## src/assert_macros.svh

```systemverilog
// Assertion helpers included by the deadzone core.
`ifndef ASSERT_MACROS_SVH
`define ASSERT_MACROS_SVH

// Check a property on every rising clock edge outside reset.
`define ASSERT_CLK(name, prop, msg) \
    name: assert property (@(posedge clk) disable iff (!rst_n) prop) else $error(msg);

// Check a property on every rising clock edge, reset included.
`define ASSERT_ALWAYS(name, prop, msg) \
    name: assert property (@(posedge clk) prop) else $error(msg);

`endif

```

## src/gasd_pkg.sv

```systemverilog
package gasd_pkg;

    // Event kinds
    localparam logic [1:0] KIND_BUTTON = 2'd0;
    localparam logic [1:0] KIND_AXIS   = 2'd1;
    localparam logic [1:0] KIND_OTHER  = 2'd2;
    localparam logic [1:0] KIND_UNUSED = 2'd3;

    // Button numbers of the analog triggers
    localparam logic [7:0] CTRL_L2 = 8'h06;
    localparam logic [7:0] CTRL_R2 = 8'h07;

    // Axis numbers (low three bits of the control number)
    localparam logic [2:0] AXIS_LX    = 3'd0;
    localparam logic [2:0] AXIS_LY    = 3'd1;
    localparam logic [2:0] AXIS_L2    = 3'd2;
    localparam logic [2:0] AXIS_RX    = 3'd3;
    localparam logic [2:0] AXIS_RY    = 3'd4;
    localparam logic [2:0] AXIS_R2    = 3'd5;
    localparam logic [2:0] AXIS_HAT_X = 3'd6;
    localparam logic [2:0] AXIS_HAT_Y = 3'd7;

    // Coordinate pairs
    localparam logic [1:0] PAIR_LEFT  = 2'd0;
    localparam logic [1:0] PAIR_RIGHT = 2'd1;
    localparam logic [1:0] PAIR_TRIG  = 2'd2;
    localparam logic [1:0] PAIR_HAT   = 2'd3;

    localparam int unsigned NUM_PAIRS = 4;

    localparam logic [14:0]        DEADZONE_RESET = 15'd5000;
    localparam logic signed [15:0] COORD_MAX      = 16'sd32767;
    localparam logic signed [15:0] COORD_MIN      = -16'sd32767;
    localparam logic signed [15:0] COORD_LOWEST   = -16'sd32768;

    typedef struct packed {
        logic [1:0]         req_type;
        logic [7:0]         control_num;
        logic signed [15:0] event_value;
    } req_t;

    typedef struct packed {
        logic [1:0]         pair_index;
        logic signed [15:0] pos_x;
        logic signed [15:0] pos_y;
    } rsp_t;

    // Map an axis number to the pair it belongs to
    function automatic logic [1:0] axis_to_pair(input logic [2:0] axis);
        logic [1:0] pair;
        unique case (axis)
            AXIS_LX, AXIS_LY:       pair = PAIR_LEFT;
            AXIS_RX, AXIS_RY:       pair = PAIR_RIGHT;
            AXIS_L2, AXIS_R2:       pair = PAIR_TRIG;
            AXIS_HAT_X, AXIS_HAT_Y: pair = PAIR_HAT;
            default:                pair = PAIR_LEFT;
        endcase
        return pair;
    endfunction

    // Magnitude of a coordinate that never holds the lowest code
    function automatic logic [14:0] coord_mag(input logic signed [15:0] c);
        logic signed [15:0] m;
        m = c[15] ? -c : c;
        return m[14:0];
    endfunction

endpackage

```

## src/gamepad_axis_square_deadzone_core.sv

```systemverilog
// Channel  | Handshake             | Payload
// ---------+-----------------------+------------------------------------------
// request  | req_valid / req_stall | req : event kind, control number, value
// response | rsp_valid / rsp_stall | rsp : pair index, x, y
// config   | cfg_wr_en             | cfg_wr_data : deadzone half side
//
// One event per cycle unless rsp_stall holds a full response: an event waits
// in the input register until it fires, and the pair update and response
// load happen then; rsp_valid is set only by axis events past the deadzone.
// rsp_stall backs up into req_stall only when both registers are full.
// rst_n (async, active low) clears all pairs and sets the deadzone to 5000.
`include "assert_macros.svh"

module gamepad_axis_square_deadzone_core (
    input  logic                clk,
    input  logic                rst_n,
    input  logic                req_valid,
    output logic                req_stall,
    input  gasd_pkg::req_t      req,
    output logic                rsp_valid,
    input  logic                rsp_stall,
    output gasd_pkg::rsp_t      rsp,
    input  logic                cfg_wr_en,
    input  logic [14:0]         cfg_wr_data
);

    logic                 s1_valid_reg, s1_valid_next;
    gasd_pkg::req_t       s1_reg;
    logic                 rsp_valid_reg, rsp_valid_next;
    gasd_pkg::rsp_t       rsp_reg;
    logic [14:0]          dz_reg;
    logic signed [15:0]   pair_x_reg [gasd_pkg::NUM_PAIRS];
    logic signed [15:0]   pair_y_reg [gasd_pkg::NUM_PAIRS];
    logic signed [15:0]   pair_x_next [gasd_pkg::NUM_PAIRS];
    logic signed [15:0]   pair_y_next [gasd_pkg::NUM_PAIRS];

    logic                 out_free;
    logic                 fire;
    logic                 accept;
    logic                 axis_ok;
    logic                 release_evt;
    logic                 in_dz;
    logic                 emit;
    logic                 val_lowest;
    logic signed [15:0]   val_direct;
    logic signed [15:0]   val_neg;
    logic [1:0]           pair;
    logic signed [15:0]   new_x;
    logic signed [15:0]   new_y;
    logic [14:0]          mag_x;
    logic [14:0]          mag_y;
    logic [14:0]          mag_big;

    // Handshake: process the held event when the response slot is free
    assign out_free  = !rsp_valid_reg || !rsp_stall;
    assign fire      = s1_valid_reg && out_free;
    assign req_stall = s1_valid_reg && !out_free;
    assign accept    = req_valid && !req_stall;

    // Saturate the value, direct and negated
    assign val_lowest = (s1_reg.event_value == gasd_pkg::COORD_LOWEST);
    assign val_direct = val_lowest ? gasd_pkg::COORD_MIN : s1_reg.event_value;
    assign val_neg    = val_lowest ? gasd_pkg::COORD_MAX : -s1_reg.event_value;

    assign axis_ok = (s1_reg.req_type == gasd_pkg::KIND_AXIS)
                  && (s1_reg.control_num[7:3] == 5'd0);
    assign release_evt = (s1_reg.req_type == gasd_pkg::KIND_BUTTON)
                      && (s1_reg.event_value == 16'sd0);
    assign pair = gasd_pkg::axis_to_pair(s1_reg.control_num[2:0]);

    // Build the updated pair
    always_comb
    begin
        new_x = pair_x_reg[pair];
        new_y = pair_y_reg[pair];
        case (s1_reg.control_num[2:0]) inside
            gasd_pkg::AXIS_LX, gasd_pkg::AXIS_RX, gasd_pkg::AXIS_HAT_X:
                new_x = val_direct;
            gasd_pkg::AXIS_L2:
                new_x = val_neg;
            default:
                new_y = val_neg;
        endcase
    end

    // Square deadzone test on the larger magnitude; triggers are exempt
    assign mag_x   = gasd_pkg::coord_mag(new_x);
    assign mag_y   = gasd_pkg::coord_mag(new_y);
    assign mag_big = (mag_x > mag_y) ? mag_x : mag_y;
    assign in_dz   = (pair != gasd_pkg::PAIR_TRIG) && (mag_big < dz_reg);
    assign emit    = fire && axis_ok && !in_dz;

    // Next pair state: axis update or trigger release
    always_comb
    begin
        for (int i = 0; i < gasd_pkg::NUM_PAIRS; i++)
        begin
            pair_x_next[i] = pair_x_reg[i];
            pair_y_next[i] = pair_y_reg[i];
        end
        if (fire && axis_ok)
        begin
            pair_x_next[pair] = in_dz ? 16'sd0 : new_x;
            pair_y_next[pair] = in_dz ? 16'sd0 : new_y;
        end
        else if (fire && release_evt)
        begin
            if (s1_reg.control_num == gasd_pkg::CTRL_L2)
                pair_x_next[gasd_pkg::PAIR_TRIG] = 16'sd0;
            if (s1_reg.control_num == gasd_pkg::CTRL_R2)
                pair_y_next[gasd_pkg::PAIR_TRIG] = 16'sd0;
        end
    end

    // Next valid flags
    always_comb
    begin
        s1_valid_next = s1_valid_reg;
        if (accept)
            s1_valid_next = 1'b1;
        else if (fire)
            s1_valid_next = 1'b0;

        rsp_valid_next = rsp_valid_reg;
        if (emit)
            rsp_valid_next = 1'b1;
        else if (!rsp_stall)
            rsp_valid_next = 1'b0;
    end

    // Control state, pairs and deadzone
    always_ff @(posedge clk or negedge rst_n)
    begin
        if (!rst_n)
        begin
            s1_valid_reg  <= 1'b0;
            rsp_valid_reg <= 1'b0;
            dz_reg        <= gasd_pkg::DEADZONE_RESET;
            for (int i = 0; i < gasd_pkg::NUM_PAIRS; i++)
            begin
                pair_x_reg[i] <= 16'sd0;
                pair_y_reg[i] <= 16'sd0;
            end
        end
        else
        begin
            s1_valid_reg  <= s1_valid_next;
            rsp_valid_reg <= rsp_valid_next;
            if (cfg_wr_en)
                dz_reg <= cfg_wr_data;
            for (int i = 0; i < gasd_pkg::NUM_PAIRS; i++)
            begin
                pair_x_reg[i] <= pair_x_next[i];
                pair_y_reg[i] <= pair_y_next[i];
            end
        end
    end

    // Payload registers: capture on transfer, load response on emit
    always_ff @(posedge clk)
    begin
        if (accept)
            s1_reg <= req;
        if (emit)
        begin
            rsp_reg.pair_index <= pair;
            rsp_reg.pos_x      <= new_x;
            rsp_reg.pos_y      <= new_y;
        end
    end

    assign rsp_valid = rsp_valid_reg;
    assign rsp       = rsp_reg;

    // Backpressure reaches the request side only with an event held
    `ASSERT_ALWAYS(a_stall_needs_held, req_stall |-> s1_valid_reg,
        "req_stall without held event")

    // A reported stick pair is never inside a nonzero deadzone at the origin
    `ASSERT_CLK(a_no_zero_stick,
        (rsp_valid && rsp.pair_index != gasd_pkg::PAIR_TRIG && dz_reg != 15'd0)
            |-> (rsp.pos_x != 16'sd0 || rsp.pos_y != 16'sd0),
        "stick pair reported at origin")

    // Reported coordinates never reach the lowest code
    `ASSERT_CLK(a_coord_range,
        rsp_valid |-> (rsp.pos_x != gasd_pkg::COORD_LOWEST
                       && rsp.pos_y != gasd_pkg::COORD_LOWEST),
        "coordinate out of range")

endmodule
```

## config.mk

```make
export PLATFORM = sky130hd
export DESIGN_NAME = gamepad_axis_square_deadzone_core
export DESIGN_NICKNAME = d
export VERILOG_FILES = /design/src/gasd_pkg.sv /design/src/gamepad_axis_square_deadzone_core.sv
export VERILOG_INCLUDE_DIRS = /design/src /design/src/src
export SDC_FILE = /design/constraint.sdc
export NUM_CORES = 1
export LEC_CHECK = 0
export BUFFER_PORTS_ARGS = -buffer_cell sky130_fd_sc_hd__buf_2
export CAP_MARGIN = 30
export CORE_MARGIN = 1
export CORE_UTILIZATION = 45
export CTS_BUF_LIST = sky130_fd_sc_hd__clkbuf_4 sky130_fd_sc_hd__clkbuf_8
export DETAILED_ROUTE_END_ITERATION = 8
export PLACE_DENSITY = 0.73
export SLEW_MARGIN = 20
export SYNTH_ARGS = -nofsm -noshare
export SYNTH_HDL_FRONTEND = slang
export SYNTH_SLANG_ARGS = --single-unit
export TNS_END_PERCENT = 30
```

## constraint.sdc

```tcl
create_clock -name clk -period 9.8 [get_ports clk]
set_input_delay 2.45 -clock clk [delete_from_list [all_inputs] [get_ports clk]]
set_output_delay 2.45 -clock clk [all_outputs]
set_load 0.01 [all_outputs]
```

-- Word level (Yosys, flattened, before mapping)
Memory sizes are Yosys's and may differ from the RTL's. A register that Yosys moved wholly into a read port is not among the register bits.
Index checks and enable logic that the tools add are counted.
- register bits after elaboration: 205
- input port bits: 46
- bits in read-only memories: 16
- word-level logic and storage cells: 94
- memories: 1
- memory list (name ; words ; width ; read ports ; clocked after memory_dff ; wr ports ; RTL line ; RTL):
    (name not given) ; 8 ; 2 ; 1 ; 1 ; 0 ; gasd_pkg.sv:51 ; unique case (axis)
- reductions and logical operators: 27
- mux-type cells: 32
- order comparisons: 4
- equality and inequality tests: 9
- add/subtract/negate cells: 3
- bitwise gates (word level): 1
- operator list (kind ; count):
    $mux W16 ; 19
    $bwmux W64 ; 2
    $bmux W16 S2 ; 2
    $mux W15 ; 3
    $demux W16 S2 ; 1
    $neg A15 Y15 ; 2
    $eq A16 B16 Y1 const B ; 1
    $eq A8 B3 Y1 const B ; 2
    $logic_not A16 Y1 ; 1
    $neg A16 Y16 ; 1
    $gt A15 B15 Y1 ; 1
    $lt A15 B15 Y1 ; 1
    $logic_and A1 B1 Y1 ; 10
    $reduce_bool A2 Y1 ; 4
    $eq A3 B2 Y1 const B ; 2
    $logic_not A1 Y1 ; 5
    $logic_not A5 Y1 ; 1
    $mux W1 ; 4
    $reduce_and A2 Y1 ; 2
    $eq A3 B3 Y1 const B ; 1
    $ge A3 B3 Y1 const B ; 1
    $logic_not A3 Y1 ; 1
    $lt A3 B1 Y1 const B ; 1
    $mux W3 ; 1
    7 further kinds ; 7

-- Depth between registers and ports, before layout
Gate-level depths: netlist of the first run.
- word-level depth: 15
- mapped depth: 31
- depth with buffers taken out: 28

-- Worst setup path before layout of the first run
OpenSTA, ideal clock, no wires.
- path kind: reg-to-reg
- from: register s1_reg[0] (netlist bit)
- to: register rsp_reg (netlist bit rsp[0]), enable pin
- data arrival time: 7.660 ns
- library setup time: 0.425 ns
- required time: 9.375 ns
- setup slack: 1.715 ns
- stages on the path, launching flop included: 30
- cell sequence: edfxtp_1 > inv_1 > ha_1 > nor4b_2 > nand2_1 > nor2_1 > o221a_2 > clkbuf_1 > ha_1 > nand4b_1 > o41ai_1 > xnor2_1 > inv_1 > ha_1 > and3_1 > a221o_1 > a221oi_1 > a21oi_1 > clkinv_1 > clkbuf_1 > mux2i_1 > ha_1 > a21o_1 > a21o_1 > a21oi_1 > nor3_1 > nand2b_1 > a21oi_2 > clkbuf_1 > nor2_1
- cells in the longest elaborated chain, start to end: 12
- ends and longest elaborated chain (what ; RTL line ; RTL):
    start: declaration ; gamepad_axis_square_deadzone_core.sv:28 ; gasd_pkg::req_t s1_reg;
    start signal: assignment ; gamepad_axis_square_deadzone_core.sv:163 ; s1_reg <= req;
    $neg A16 Y16 or $eq A16 B16 Y1 (tied branches) ; gamepad_axis_square_deadzone_core.sv:63, gamepad_axis_square_deadzone_core.sv:61 ;
    $mux W16 ; gamepad_axis_square_deadzone_core.sv:63 ; assign val_neg = val_lowest ? gasd_pkg::COORD_MAX : -s1_reg.event_value;
    $mux W16 (2 in a row) ; gamepad_axis_square_deadzone_core.sv:76 ; case (s1_reg.control_num[2:0]) inside
    $neg A15 Y15 ; gasd_pkg.sv:64 ; m = c[15] ? -c : c;
    $mux W15 ; gasd_pkg.sv:64 ;
    $gt A15 B15 Y1 ; gamepad_axis_square_deadzone_core.sv:89 ; assign mag_big = (mag_x > mag_y) ? mag_x : mag_y;
    $mux W15 * ; gamepad_axis_square_deadzone_core.sv:89 ;
    $lt A15 B15 Y1 * ; gamepad_axis_square_deadzone_core.sv:90 ; assign in_dz = (pair != gasd_pkg::PAIR_TRIG) && (mag_big < dz_reg);
    $logic_and A1 B1 Y1 * ; gamepad_axis_square_deadzone_core.sv:90 ;
    $logic_not A1 Y1 * ; gamepad_axis_square_deadzone_core.sv:91 ; assign emit = fire && axis_ok && !in_dz;
    $logic_and A1 B1 Y1 * ; gamepad_axis_square_deadzone_core.sv:91 ;
    named net emit ; gamepad_axis_square_deadzone_core.sv:43 ; logic emit;
    end: declaration ; gamepad_axis_square_deadzone_core.sv:30 ; gasd_pkg::rsp_t rsp_reg;
Mark *: on every way through the listed nets, which the timed path passes. The rest lies on a longest branch.
A chain may end at the register's enable or synchronous reset.

-- Worst setup path after layout of the first run
- from: register s1_reg[0] (netlist bit)
- to: register pair_x_reg[40] (netlist bit)
- cells in the longest elaborated chain, start to end: 12
- ends and longest elaborated chain (what ; RTL line ; RTL):
    $neg A16 Y16 or $eq A16 B16 Y1 (tied branches) ; gamepad_axis_square_deadzone_core.sv:63, gamepad_axis_square_deadzone_core.sv:61 ;
    $mux W16 * ; gamepad_axis_square_deadzone_core.sv:63 ;
    $mux W16 * (2 in a row) ; gamepad_axis_square_deadzone_core.sv:76 ;
    named net new_y[8] ; gamepad_axis_square_deadzone_core.sv:49 ; logic signed [15:0] new_y;
    $neg A15 Y15 ; gasd_pkg.sv:64 ;
    $mux W15 * ; gasd_pkg.sv:64 ;
    $gt A15 B15 Y1 ; gamepad_axis_square_deadzone_core.sv:89 ;
    $mux W15 * ; gamepad_axis_square_deadzone_core.sv:89 ;
    $lt A15 B15 Y1 * ; gamepad_axis_square_deadzone_core.sv:90 ;
    $logic_and A1 B1 Y1 * ; gamepad_axis_square_deadzone_core.sv:90 ;
    $mux W16 * ; gamepad_axis_square_deadzone_core.sv:103 ; pair_x_next[pair] = in_dz ? 16'sd0 : new_x;
    $bwmux W64 * ; gamepad_axis_square_deadzone_core.sv:103 ;
    end signal: indexed assignment ; gamepad_axis_square_deadzone_core.sv:153 ; pair_x_reg[i] <= pair_x_next[i];
    end: declaration ; gamepad_axis_square_deadzone_core.sv:32 ; logic signed [15:0] pair_x_reg [gasd_pkg::NUM_PAIRS];
Marks and branches as above.

==> metrics, run 1 <==
Seq pwr share 42.4%; drt total wl 31,000 um; count of nets left with antenna violations after detail routing 0; height of the chip 158 um; RR Startpoint s1_reg[0]$_DFFE_PP_; standard cell core area 0.0237 sq mm; slew at the pin closest to its max-slew limit 1030 ps; input/output buffers 81; root buffer cell sky130_fd_sc_hd__clkbuf_8; Post-Place Worst Slack 1970 ps; adder-cell area share of the yosys netlist 3.66%; clock buffer count from CTS 36; clock tree from TritonCTS yes; count of flip-flops with a built-in enable after synthesis 60; die boundary width 158 um; average detailed-routed wire length per instance 20.9 um; Post-CTS Setup Repair Bufs 0; initial core utilization 46.2%; number of hold violations in the final report 0; startpoint kind of the worst setup timing path register; mean area per synthesized cell 10.4 sq um; sum of overflow across all layers after global routing 0; footprint of the multi-input gates 0.00497 sq mm; CP most frequent cell sky130_fd_sc_hd__o21ai_0; H-tree depth reported by CTS 2; highest fanout seen on the critical path 15; multiplexer area fraction after synthesis 7.80%; Final TNS setup 0 ps; layout filler cell count 2,171; WP data required 10,180 ps; sequential share of the synthesized area 50.0%; total inserted antenna cells 0; vias after detailed routing 8,714; Pre-antenna DRT Iters 5; global-route wire length before repair 48,300 um; DRC 0; outcome finished clean; clock insertion delay at the later pin of the skew report 550 ps; area of the die 0.0249 sq mm; maximum number of pins on one net before global-route repair 79; number of synthesized register bits 207; critical path arrival 8440 ps; post-synth net total 1,134; post-cts resize count 0; start point of the worst min-delay path pair_x_reg[20]$_DFFE_PN0P_; Std-Cell Rows 56; number of standard cells after synthesis 1,056; final-stage net count 1,214; P per Cell Area 179 mW/mm^2; Slew headroom 30.7%; Async SR Flop Fraction 70.0%; static leakage power 0.00540 uW; proportion of layout cells with a drive suffix above 1 20.7%; final worst setup slack 1740 ps; relative contribution of the clock network to total power 38.2%; largest stage delay on the critical path 550 ps; global router's overall resource usage 25.9%; CP Launch Point s1_reg[0]$_DFFE_PP_; Setup crit end kind register; worst reg-to-reg setup slack 1740 ps; Synth Flop Type sky130_fd_sc_hd__dfrtp_1; setup violators final 0; setup repair after global routing missed its margin no; period utilization 82.2%; internal power summed over all cells 1560 uW; peak supply drop 92.2 uV; Area Growth Syn to Fin 14.0%; clock-pin slew on the worst setup and hold paths 60 ps; Max Cap Violations 0; worst min-delay path class register to register; I/O pin count 82; post-route clock skew 26.7 ps; Reg area 0.00548 sq mm; CTS Hold Bufs 0; worst-path cell with the longest stage delay sky130_fd_sc_hd__or3_1; portion of total power attributed to combinational logic 19.4%; post-layout min period 8060 ps; net switching fraction of the power 30.0%; estimated wirelength of the detail-placed design 21,300 um; Max clock buf depth 3; drt first-iter violations 844; CP Class register to register; number of antenna violations at the first check in global routing 0; Final GP Congestion 0.937; number of pins exceeding their max-slew limit in the final report 0; unique cell type count in the Yosys netlist 83; count of clock tree sinks 207; synthesized-area fraction occupied by ao, oa, aoi and oai cells 17.7%; simple-gate share of the synthesized area 13.2%; main combinational cell family by area after synthesis compound AO/OA/AOI/OAI gates; net switching component of the power 669 uW; number of warnings printed during yosys synthesis 0; Layout Utilization 52.7%; number of global-route vias before repair 8,480; Pwr Total 2230 uW; cell area after synthesis 0.0109 sq mm; Post-Synth XOR/XNOR Area 3.03%; highest clock frequency the design can meet 0.124 GHz; vias per inst 5.88
[power groups by stage]
stage | clock network, uW | registers, uW | logic, uW
3_3_place_gp | 0 | 961 | 419
6_report | 853 | 946 | 433
3_5_place_dp | 0 | 961 | 423
5_1_grt | 910 | 949 | 478
2_1_floorplan | 0 | 945 | 304
4_1_cts | 866 | 945 | 427
[Yosys cell counts (3+ instances only)]
| cell type | count | share of area [%] |
|---|---|---|
| sky130_fd_sc_hd__nor2b_1 | 7 | 0.40 |
| sky130_fd_sc_hd__nor3_1 | 17 | 0.78 |
| sky130_fd_sc_hd__a22o_1 | 10 | 0.80 |
| sky130_fd_sc_hd__mux4_2 | 32 | 6.6 |
| sky130_fd_sc_hd__mux2i_1 | 11 | 1.0 |
| sky130_fd_sc_hd__nand3b_1 | 3 | 0.21 |
| sky130_fd_sc_hd__a21o_1 | 9 | 0.62 |
| sky130_fd_sc_hd__nor2_1 | 31 | 1.1 |
| sky130_fd_sc_hd__a21oi_1 | 36 | 1.6 |
| sky130_fd_sc_hd__a221oi_1 | 4 | 0.32 |
| sky130_fd_sc_hd__a22oi_1 | 4 | 0.27 |
| sky130_fd_sc_hd__edfxtp_1 | 60 | 16 |
| sky130_fd_sc_hd__buf_6 | 3 | 0.31 |
| sky130_fd_sc_hd__a211oi_2 | 4 | 0.46 |
| sky130_fd_sc_hd__a211oi_1 | 3 | 0.21 |
| sky130_fd_sc_hd__or3_1 | 4 | 0.23 |
| sky130_fd_sc_hd__buf_1 | 4 | 0.14 |
| sky130_fd_sc_hd__and4_1 | 3 | 0.24 |
| sky130_fd_sc_hd__nand2_1 | 183 | 6.3 |
| sky130_fd_sc_hd__o211ai_1 | 7 | 0.48 |
| sky130_fd_sc_hd__o21ai_0 | 143 | 6.5 |
| sky130_fd_sc_hd__o22ai_1 | 14 | 0.80 |
| sky130_fd_sc_hd__o31ai_1 | 16 | 1.1 |
| sky130_fd_sc_hd__nand4_1 | 12 | 0.69 |
| sky130_fd_sc_hd__inv_1 | 56 | 1.9 |
| sky130_fd_sc_hd__clkbuf_1 | 49 | 1.7 |
| sky130_fd_sc_hd__xnor2_1 | 25 | 2.0 |
| sky130_fd_sc_hd__a31o_2 | 3 | 0.24 |
| sky130_fd_sc_hd__and2_1 | 4 | 0.23 |
| sky130_fd_sc_hd__o21a_1 | 5 | 0.34 |
| sky130_fd_sc_hd__o41ai_1 | 4 | 0.32 |
| sky130_fd_sc_hd__xor2_1 | 11 | 0.88 |
| sky130_fd_sc_hd__a31oi_1 | 8 | 0.46 |
| sky130_fd_sc_hd__nand3_1 | 15 | 0.69 |
| sky130_fd_sc_hd__nor4_1 | 4 | 0.23 |
| sky130_fd_sc_hd__dfstp_2 | 5 | 1.2 |
| sky130_fd_sc_hd__ha_1 | 32 | 3.7 |
| sky130_fd_sc_hd__buf_2 | 7 | 0.32 |
| sky130_fd_sc_hd__and3_1 | 4 | 0.23 |
| sky130_fd_sc_hd__nand2b_1 | 4 | 0.23 |
| sky130_fd_sc_hd__dfrtp_1 | 140 | 32 |
[cell families after synthesis]
kind of cell    count (synthesis)
compound gates                300
xor+xnor                       37
fa+ha+maj                      32
buf+inv                       125
flops                         207
mux                            45
simple gates                  310
[stage by stage]
step / hold slack [ps] / area [sq um] / cells
after floorplan: 443 / 10900 / 1056
after global placement: 454 / 11700 / 1414
after detailed placement: 465 / 11700 / 1416
after CTS: 478 / 12500 / 1481
after global routing: 496 / 12500 / 1482
final: 475 / 12500 / 1482
[path summary, 6_finish.rpt]
kind,to,depth (start not counted)
worst min register to register,pair_x_reg[20]$_DFFE_PN0P_,2
max in group asynchronous,pair_x_reg[45]$_DFFE_PN0P_,2
worst max register to register,pair_x_reg[40]$_DFFE_PN0P_,29
min in group asynchronous,dz_reg[1]$_DFFE_PN0P_,1
worst min-delay path,pair_x_reg[20]$_DFFE_PN0P_,2
worst max-delay path,pair_x_reg[40]$_DFFE_PN0P_,29
[critical path, delay by kind of cell (launching register included)]
family / cells / cell delay, ps
adder cells (fa/ha/maj): 3 / 900
AND/OR/NAND/NOR: 6 / 2160
flip-flops: 1 / 470
XOR/XNOR: 1 / 280
buffers and inverters: 5 / 990
AO/OA/AOI/OAI: 14 / 3070
[placed cells by master (no fill, tap or decap), types with 6 or more instances in the layout]
cell,count
sky130_fd_sc_hd__a31oi_1,8
sky130_fd_sc_hd__ha_1,32
sky130_fd_sc_hd__nand4_1,12
sky130_fd_sc_hd__o211ai_1,7
sky130_fd_sc_hd__nand2_1,183
sky130_fd_sc_hd__clkinv_2,7
sky130_fd_sc_hd__mux2i_1,11
sky130_fd_sc_hd__clkinv_1,6
sky130_fd_sc_hd__nand3_1,15
sky130_fd_sc_hd__xnor2_1,25
sky130_fd_sc_hd__nor3_1,17
sky130_fd_sc_hd__a21o_1,9
sky130_fd_sc_hd__buf_4,23
sky130_fd_sc_hd__edfxtp_1,60
sky130_fd_sc_hd__xor2_1,11
sky130_fd_sc_hd__nor2_1,30
sky130_fd_sc_hd__o21ai_0,143
sky130_fd_sc_hd__inv_1,56
sky130_fd_sc_hd__mux4_2,32
sky130_fd_sc_hd__buf_2,80
sky130_fd_sc_hd__dfrtp_1,140
sky130_fd_sc_hd__clkbuf_4,7
sky130_fd_sc_hd__a22o_1,10
sky130_fd_sc_hd__nor2b_1,7
sky130_fd_sc_hd__a21oi_1,35
sky130_fd_sc_hd__clkbuf_8,40
sky130_fd_sc_hd__o31ai_1,16
sky130_fd_sc_hd__o22ai_1,14
[layer usage]
metal / GRT usage, % / wire (um) / up-vias
met3: 5.26 / 2550 / 80
met5: 0 / 0 / -
li1: - / - / 4003
met1: 35.0 / 12900 / 4241
met4: 12.8 / 1360 / 0
met2: 39.7 / 14200 / 390
[cell type report]
cell class                      count  share of cell area (%)
Sequential cell                   207                    43.9
Multi-Input combinational cell    724                    39.8
Timing Repair Buffer              107                    5.04
Clock buffer                       47                    4.83
Tap cell                          319                    3.20
Inverter                           60                    1.80
Clock inverter                     18                    1.37
Note: power is estimated with default switching activity, not from simulation.
==> run 2: changes to the inputs <==
--- a/config.mk
+++ b/config.mk
@@ -6,13 +6,14 @@
 export SDC_FILE = /design/constraint.sdc
 export NUM_CORES = 1
 export LEC_CHECK = 0
+export ABC_AREA = 1
 export BUFFER_PORTS_ARGS = -buffer_cell sky130_fd_sc_hd__buf_2
 export CAP_MARGIN = 30
 export CORE_MARGIN = 1
 export CORE_UTILIZATION = 45
 export CTS_BUF_LIST = sky130_fd_sc_hd__clkbuf_4 sky130_fd_sc_hd__clkbuf_8
 export DETAILED_ROUTE_END_ITERATION = 8
-export PLACE_DENSITY = 0.73
+export PLACE_DENSITY = 0.75
 export SLEW_MARGIN = 20
 export SYNTH_ARGS = -nofsm -noshare
 export SYNTH_HDL_FRONTEND = slang
==> constraint.sdc (replaced) <==
create_clock -name clk -period 6.96 [get_ports clk]
set_input_delay 1.74 -clock clk [delete_from_list [all_inputs] [get_ports clk]]
set_output_delay 1.74 -clock clk [all_outputs]
set_load 0.01 [all_outputs]
==> run 2 against run 1 <==
Effect of this change: the flow now finishes with violations (design-rule violations); cell area increased by 1.2%; register-to-register slack got worse by 1100 ps; cell count grew 23%; area after synthesis up 1.6%; clock power grew 41%; synthesized cell count grew 32%.
==> metrics, run 2 <==
outcome finished with violations; violated checks design-rule violations; Async SR Flop Fraction 70.0% (unchanged); Synth Flop Type sky130_fd_sc_hd__dfrtp_1; number of warnings printed during yosys synthesis 0 (unchanged); cell area after synthesis 0.0111 sq mm (+1.6%); leading cell types by count after synthesis 532 x sky130_fd_sc_hd__nand2_1, 166 x sky130_fd_sc_hd__nand3_1, 140 x sky130_fd_sc_hd__dfrtp_1, 103 x sky130_fd_sc_hd__inv_1, 60 x sky130_fd_sc_hd__edfxtp_1; layer carrying the most global-route usage met2; die boundary width 159 um (+0.78%); CP Class register to register; proportion of layout cells with a drive suffix above 1 15.8% (-4.9 points); Global Route met2 Usage 40.8% (+1.1 points); WP data required 7360 ps (-2820 ps); mean area per synthesized cell 7.96 sq um (-23%); fraction of met3 tracks used by global routing 5.26% (+0.0058 points); static leakage power 0.00642 uW (+19%); setup repair after global routing missed its margin no; height of the chip 159 um (+0.78%); maximum number of pins on one net before global-route repair 98 (+24%); post-layout min period 6330 ps (-1730 ps); unique cell type count in the Yosys netlist 44 (-47%); area of the die 0.0253 sq mm (+1.6%); Setup crit end kind register; vias after detailed routing 10,008 (+15%); vias per inst 5.47 (-6.9%); root buffer cell sky130_fd_sc_hd__clkbuf_8; share of the synthesized area in the top cell type 31.5% (-0.50 points); leading cell types in the layout, fill and taps excluded 532 x sky130_fd_sc_hd__nand2_1, 166 x sky130_fd_sc_hd__nand3_1, 140 x sky130_fd_sc_hd__dfrtp_1; post-synth net total 1,474 (+30%); count of clock tree sinks 207 (unchanged); Pwr Total 3200 uW (+43%); Final GP Congestion 0.974 (+3.9%); startpoint kind of the worst setup timing path register; clock buffer count from CTS 35 (-2.8%); input/output buffers 81 (unchanged); Post-Place Worst Slack 584 ps (-1380 ps); drt total wl 32,700 um (+5.5%); worst-path cell with the longest stage delay sky130_fd_sc_hd__edfxtp_1; DRC 2 (+2); sum of overflow across all layers after global routing 0 (unchanged); total inserted antenna cells 0 (unchanged); CTS Hold Bufs 0 (unchanged); Pre-antenna DRT Iters 9 (+4); number of standard cells after synthesis 1,396 (+32%); Final TNS setup 0 ps (unchanged); number of synthesized register bits 207 (unchanged); fraction of met1 tracks used by global routing 36.4% (+1.4 points); slew at the pin closest to its max-slew limit 991 ps (-37.9 ps); Slew headroom 33.9% (+3.3 points); number of global-route vias before repair 9,610 (+13%); clock insertion delay at the later pin of the skew report 530 ps (-20 ps); drt first-iter violations 1,063 (+26%); number of pins exceeding their max-slew limit in the final report 0 (unchanged); commonest non-fill, non-tap cell in the layout sky130_fd_sc_hd__nand2_1; clock tree from TritonCTS yes; highest clock frequency the design can meet 0.158 GHz (+27%); worst min-delay path class register to register; Crit path buffers/inverters 7 (+2); count of nets left with antenna violations after detail routing 0 (unchanged); most used standard cell by instance count after synthesis sky130_fd_sc_hd__nand2_1; period utilization 91.0% (+8.8 points); worst hold slack across all endpoints 479 ps (+4.21 ps); global-route wire length before repair 52,400 um (+8.6%); average detailed-routed wire length per instance 17.9 um (-14%); biggest area consumer among synthesized cells sky130_fd_sc_hd__dfrtp_1; Max Cap Violations 0 (unchanged); estimated wirelength of the detail-placed design 22,900 um (+7.8%); Max clock buf depth 3 (unchanged); clock-pin slew on the worst setup and hold paths 60 ps (about the same); I/O pin count 82 (unchanged); post-route clock skew 16.5 ps (-10.2 ps); category of cells accounting for the largest share of critical-path delay simple AND/OR/NAND/NOR gates; final-stage net count 1,555 (+28%); H-tree depth reported by CTS 2 (unchanged); number of antenna violations at the first check in global routing 0 (unchanged); standard cell core area 0.0242 sq mm (+2.4%); setup violators final 0 (unchanged); count of flip-flops with a built-in enable after synthesis 60 (unchanged); Area Growth Syn to Fin 13.6%; Layout Utilization 52.1% (-0.63 points); peak supply drop 202 uV (+120%); sequential share of the synthesized area 49.3% (-0.78 points); CP most frequent cell sky130_fd_sc_hd__nand2_1; top post-synthesis cells by area sky130_fd_sc_hd__dfrtp_1 32%, sky130_fd_sc_hd__nand2_1 18%, sky130_fd_sc_hd__edfxtp_1 16%; initial core utilization 45.8% (-0.37 points); number of hold violations in the final report 0 (unchanged); largest stage delay on the critical path 420 ps (-130 ps); highest fanout seen on the critical path 97 (+82); final worst setup slack 625 ps (-1110 ps); P per Cell Area 254 mW/mm^2 (+42%); critical path arrival 6740 ps (-1700 ps); Std-Cell Rows 57 (+1.8%); global router's overall resource usage 26.3% (+0.45 points)
-- run 2: cell count changes after synthesis, moves of 21 or more --
cell | previous run | this run
sky130_fd_sc_hd__nand4_1 | 12 | 40
sky130_fd_sc_hd__xnor2_1 | 25 | 0
sky130_fd_sc_hd__inv_1 | 56 | 103
sky130_fd_sc_hd__buf_2 | 7 | 28
sky130_fd_sc_hd__o21ai_1 | 2 | 29
sky130_fd_sc_hd__nand2_1 | 183 | 532
sky130_fd_sc_hd__clkbuf_1 | 49 | 24
sky130_fd_sc_hd__o21ai_0 | 143 | 48
sky130_fd_sc_hd__nand3_1 | 15 | 166
sky130_fd_sc_hd__mux4_2 | 32 | 0
sky130_fd_sc_hd__inv_2 | 2 | 25
sky130_fd_sc_hd__a21oi_1 | 36 | 15
-- run 2: cell type report --
type | instances | area [sq um]
clock buffers | 49 | 624
multi-input cells | 995 | 4840
fillers | 2341 | 11600
repair buffers | 106 | 619
well taps | 324 | 405
clock inverters | 15 | 151
flip-flops and latches | 207 | 5480
inverters | 132 | 502
-- run 2: power by group --
group	internal [uW]	switching, uW	total (uW)
Combinational	196	484	680
Clock	696	504	1200
Sequential	1290	26.8	1320
-- run 2: path summary, 6_finish.rpt --
| kind | start | to | slack (ps) | cells past startpoint |
|---|---|---|---|---|
| worst max-delay path | s1_reg[1]$_DFFE_PP_ | pair_x_reg[49]$_DFFE_PN0P_ | 630 | 38 |
| worst min-delay path | pair_x_reg[1]$_DFFE_PN0P_ | pair_x_reg[1]$_DFFE_PN0P_ | 480 | 2 |
| worst max register to register | s1_reg[1]$_DFFE_PP_ | pair_x_reg[49]$_DFFE_PN0P_ | 630 | 38 |
| worst min register to register | pair_x_reg[1]$_DFFE_PN0P_ | pair_x_reg[1]$_DFFE_PN0P_ | 480 | 2 |
| max in group asynchronous | rst_n | pair_y_reg[12]$_DFFE_PN0P_ | 4320 | 2 |
| min in group asynchronous | rst_n | pair_x_reg[37]$_DFFE_PN0P_ | 1240 | 1 |
-- run 2: cells by family (layout without fill, tap and decap cells) --
kind of cell / count (synthesis) / after routing / share of synthesized area [%]
DFF: 207 / 207 / 49.3
AOI/OAI and AO/OA: 132 / 132 / 7.26
adders and majority gates: 32 / 32 / 3.60
muxes: 1 / 1 / 0.101
xor gates and xnor gates: 10 / 10 / 0.788
buffers and inverters: 194 / 302 / 7.33
and+or+nand+nor: 820 / 820 / 31.7
-- run 2: metrics by stage --
step                instance area [sq um]  std cells
floorplan                           11100       1396
global placement                    11800       1760
detailed placement                  11800       1761
CTS                                 12600       1825
global route                        12600       1828
finish                              12600       1828
-- run 2: worst min-delay path: stages, from the launching register on --
cell and delay [ps]:
sky130_fd_sc_hd__dfrtp_1 340, sky130_fd_sc_hd__nand2_1 60, sky130_fd_sc_hd__nand2_1 50
-- run 2: repair_timing --
item / in CTS / in global routing
endpoints found under the setup margin: 0 / 131
buffers inserted: 0 / 3
gates resized for setup: 0 / 1
-- run 2: routing by layer --
metal,share of wire [%],vias to the layer above
met3,9.1,76
met5,0,-
li1,-,4755
met1,43,4699
met2,44,478
met4,3.9,0
==> run 3: changes to the inputs <==
--- a/config.mk
+++ b/config.mk
@@ -8,12 +8,12 @@
 export LEC_CHECK = 0
 export ABC_AREA = 1
 export BUFFER_PORTS_ARGS = -buffer_cell sky130_fd_sc_hd__buf_2
-export CAP_MARGIN = 30
+export CAP_MARGIN = 40
 export CORE_MARGIN = 1
 export CORE_UTILIZATION = 45
 export CTS_BUF_LIST = sky130_fd_sc_hd__clkbuf_4 sky130_fd_sc_hd__clkbuf_8
 export DETAILED_ROUTE_END_ITERATION = 8
-export PLACE_DENSITY = 0.75
+export PLACE_DENSITY = 0.72
 export SLEW_MARGIN = 20
 export SYNTH_ARGS = -nofsm -noshare
 export SYNTH_HDL_FRONTEND = slang
==> constraint.sdc (replaced) <==
create_clock -name clk -period 7.4 [get_ports clk]
set_input_delay 1.85 -clock clk [delete_from_list [all_inputs] [get_ports clk]]
set_output_delay 1.85 -clock clk [all_outputs]
set_load 0.01 [all_outputs]
==> run 3 against run 2 <==
Effect of this change: critical endpoint is now pair_x_reg[62]$_DFFE_PN0P_; utilization grew 0.32 points; setup slack improved by 150 ps; cell area rose by 0.61%; total power shrank 5.6%; the run now ends clean; non-clock buffer count unchanged.
==> metrics, run 3 (synthesis gave the netlist of run 2 again) <==
outcome finished clean; leading cell types in the layout, fill and taps excluded 532 x sky130_fd_sc_hd__nand2_1, 166 x sky130_fd_sc_hd__nand3_1, 140 x sky130_fd_sc_hd__dfrtp_1; global router's overall resource usage 26.7% (+0.35 points); drt first-iter violations 993 (-6.6%); Area Growth Syn to Fin 14.2%; clock buffer count from CTS 37 (+5.7%); drt total wl 32,900 um (+0.47%); worst-path cell with the longest stage delay sky130_fd_sc_hd__edfxtp_1; worst min-delay path class register to register; DRC 0 (-2); net switching fraction of the power 32.0% (+0.33 points); count of clock tree sinks 207 (unchanged); slew at the pin closest to its max-slew limit 710 ps (-281 ps); maximum number of pins on one net before global-route repair 79 (-19%); die boundary width 159 um (unchanged); I/O pin count 82 (unchanged); portion of total power attributed to combinational logic 21.6% (+0.4 points); CP most frequent cell sky130_fd_sc_hd__nand2_1; global-route wire length before repair 52,900 um (+0.97%); number of antenna violations at the first check in global routing 0 (unchanged); worst hold slack across all endpoints 479 ps (-0.276 ps); count of nets left with antenna violations after detail routing 0 (unchanged); peak supply drop 164 uV (-19%); root buffer cell sky130_fd_sc_hd__clkbuf_8; initial core utilization 45.8% (unchanged); net switching component of the power 968 uW (-4.6%); static leakage power 0.00643 uW (+0.20%); Std-Cell Rows 57 (unchanged); clock insertion delay at the later pin of the skew report 540 ps (about the same); height of the chip 159 um (unchanged); clock-pin slew on the worst setup and hold paths 60 ps (about the same); area of the die 0.0253 sq mm (unchanged); Global Route met2 Usage 41.2% (+0.42 points); number of global-route vias before repair 9,544 (-0.69%); layer carrying the most global-route usage met2; total inserted antenna cells 0 (unchanged); Slew headroom 52.2% (+18 points); commonest non-fill, non-tap cell in the layout sky130_fd_sc_hd__nand2_1; Final TNS setup 0 ps (unchanged); CTS Hold Bufs 0 (unchanged); setup repair after global routing missed its margin no; clock tree from TritonCTS yes; standard cell core area 0.0242 sq mm (unchanged); startpoint kind of the worst setup timing path register; largest stage delay on the critical path 390 ps (-30 ps); P per Cell Area 238 mW/mm^2 (-6.2%); final-stage net count 1,557 (+0.13%); proportion of layout cells with a drive suffix above 1 16.0% (+0.18 points); setup violators final 0 (unchanged); Seq pwr share 41.1% (-0.2 points); post-layout min period 6620 ps (+289 ps); period utilization 89.5% (-1.5 points); relative contribution of the clock network to total power 37.3% (-0.2 points); estimated wirelength of the detail-placed design 23,500 um (+2.3%); layout filler cell count 2,344 (+0.13%); input/output buffers 81 (unchanged); vias after detailed routing 9,880 (-1.3%); number of hold violations in the final report 0 (unchanged); fraction of met3 tracks used by global routing 5.44% (+0.18 points); internal power summed over all cells 2050 uW (-6.1%); WP data required 7800 ps (+440 ps); Max Cap Violations 0 (unchanged); H-tree depth reported by CTS 2 (unchanged); critical path arrival 7030 ps (+290 ps); number of pins exceeding their max-slew limit in the final report 0 (unchanged); average detailed-routed wire length per instance 18.0 um (+0.36%); highest clock frequency the design can meet 0.151 GHz (-4.4%); CP Class register to register; highest fanout seen on the critical path 73 (-25%); Max clock buf depth 3 (unchanged); fraction of met1 tracks used by global routing 36.8% (+0.44 points); Setup crit end kind register; Pre-antenna DRT Iters 5 (-4); sum of overflow across all layers after global routing 0 (unchanged); Final GP Congestion 0.961 (-1.3%); vias per inst 5.40 (-1.4%); post-route clock skew 23.8 ps (+7.28 ps)
[run 3: cell count changes in the layout (fill, tap and decap cells not counted), sizes merged]
cell      previous run  this run
clkbuf              49        56
inv                130       129
bufinv               3         1
clkinvlp             2         5
clkinv              12         7
[run 3: critical path: cells and delay by family, from the launching register on]
family	cells	cell delay [ps]
adders and majority gates	4	970
AOI/OAI and AO/OA	4	690
DFF	1	390
and+or+nand+nor	23	3150
buffers and inverters	8	1220
[run 3: per-layer routing]
| layer | up-vias | routed length, um | share of wire (%) |
|---|---|---|---|
| met3 | 69 | 2560 | 7.8 |
| met4 | 0 | 1140 | 3.5 |
| li1 | 4752 | - | - |
| met2 | 391 | 14600 | 44 |
| met5 | - | 0 | 0 |
| met1 | 4668 | 14600 | 44 |
[run 3: final timing paths]
path | cells past startpoint | slack (ps) | end | startpoint
max | 39 | 780 | pair_x_reg[62]$_DFFE_PN0P_ | s1_reg[0]$_DFFE_PP_
min in group asynchronous | 1 | 1170 | dz_reg[1]$_DFFE_PN0P_ | rst_n
max in group asynchronous | 3 | 4920 | pair_y_reg[5]$_DFFE_PN0P_ | rst_n
max reg2reg | 39 | 780 | pair_x_reg[62]$_DFFE_PN0P_ | s1_reg[0]$_DFFE_PP_
min reg2reg | 2 | 480 | pair_x_reg[53]$_DFFE_PN0P_ | pair_x_reg[53]$_DFFE_PN0P_
min | 2 | 480 | pair_x_reg[53]$_DFFE_PN0P_ | pair_x_reg[53]$_DFFE_PN0P_
[run 3: what timing repair did]
item	CTS	global route
endpoints found under the setup margin	0	107
setup buffers	0	2
resized for setup	0	1
[run 3: power by group through the flow]
stage | Combinational [uW] | Clock [uW] | Sequential [uW]
floorplan | 457 | 0 | 1250
global route | 727 | 1210 | 1240
global placement | 606 | 0 | 1260
finish | 651 | 1130 | 1240
detailed placement | 639 | 0 | 1260
CTS | 640 | 1150 | 1240
[run 3: through the flow]
stage | total power [uW] | worst slack, ps | utilization, % | std cells | cell area (sq um)
6_report | 3020 | 777 | 52.4 | 1830 | 12700
3_5_place_dp | 1900 | 466 | 48.9 | 1760 | 11900
2_1_floorplan | 1710 | 671 | - | 1396 | 11100
3_3_place_gp | 1870 | 657 | 48.6 | 1756 | 11800
5_1_grt | 3180 | 142 | 52.4 | 1830 | 12700
4_1_cts | 3030 | 455 | 52.2 | 1826 | 12600
[run 3: layout make-up]
type                       instances  area [sq um]  share of cell area, %
inverter                         132           502                   3.95
tap                              324           405                   3.19
multi-input combinational        995          4850                   38.2
timing repair buffer             106           677                   5.33
clock buffer                      56           708                   5.58
clock inverter                    10          81.3                  0.640
sequential                       207          5480                   43.1
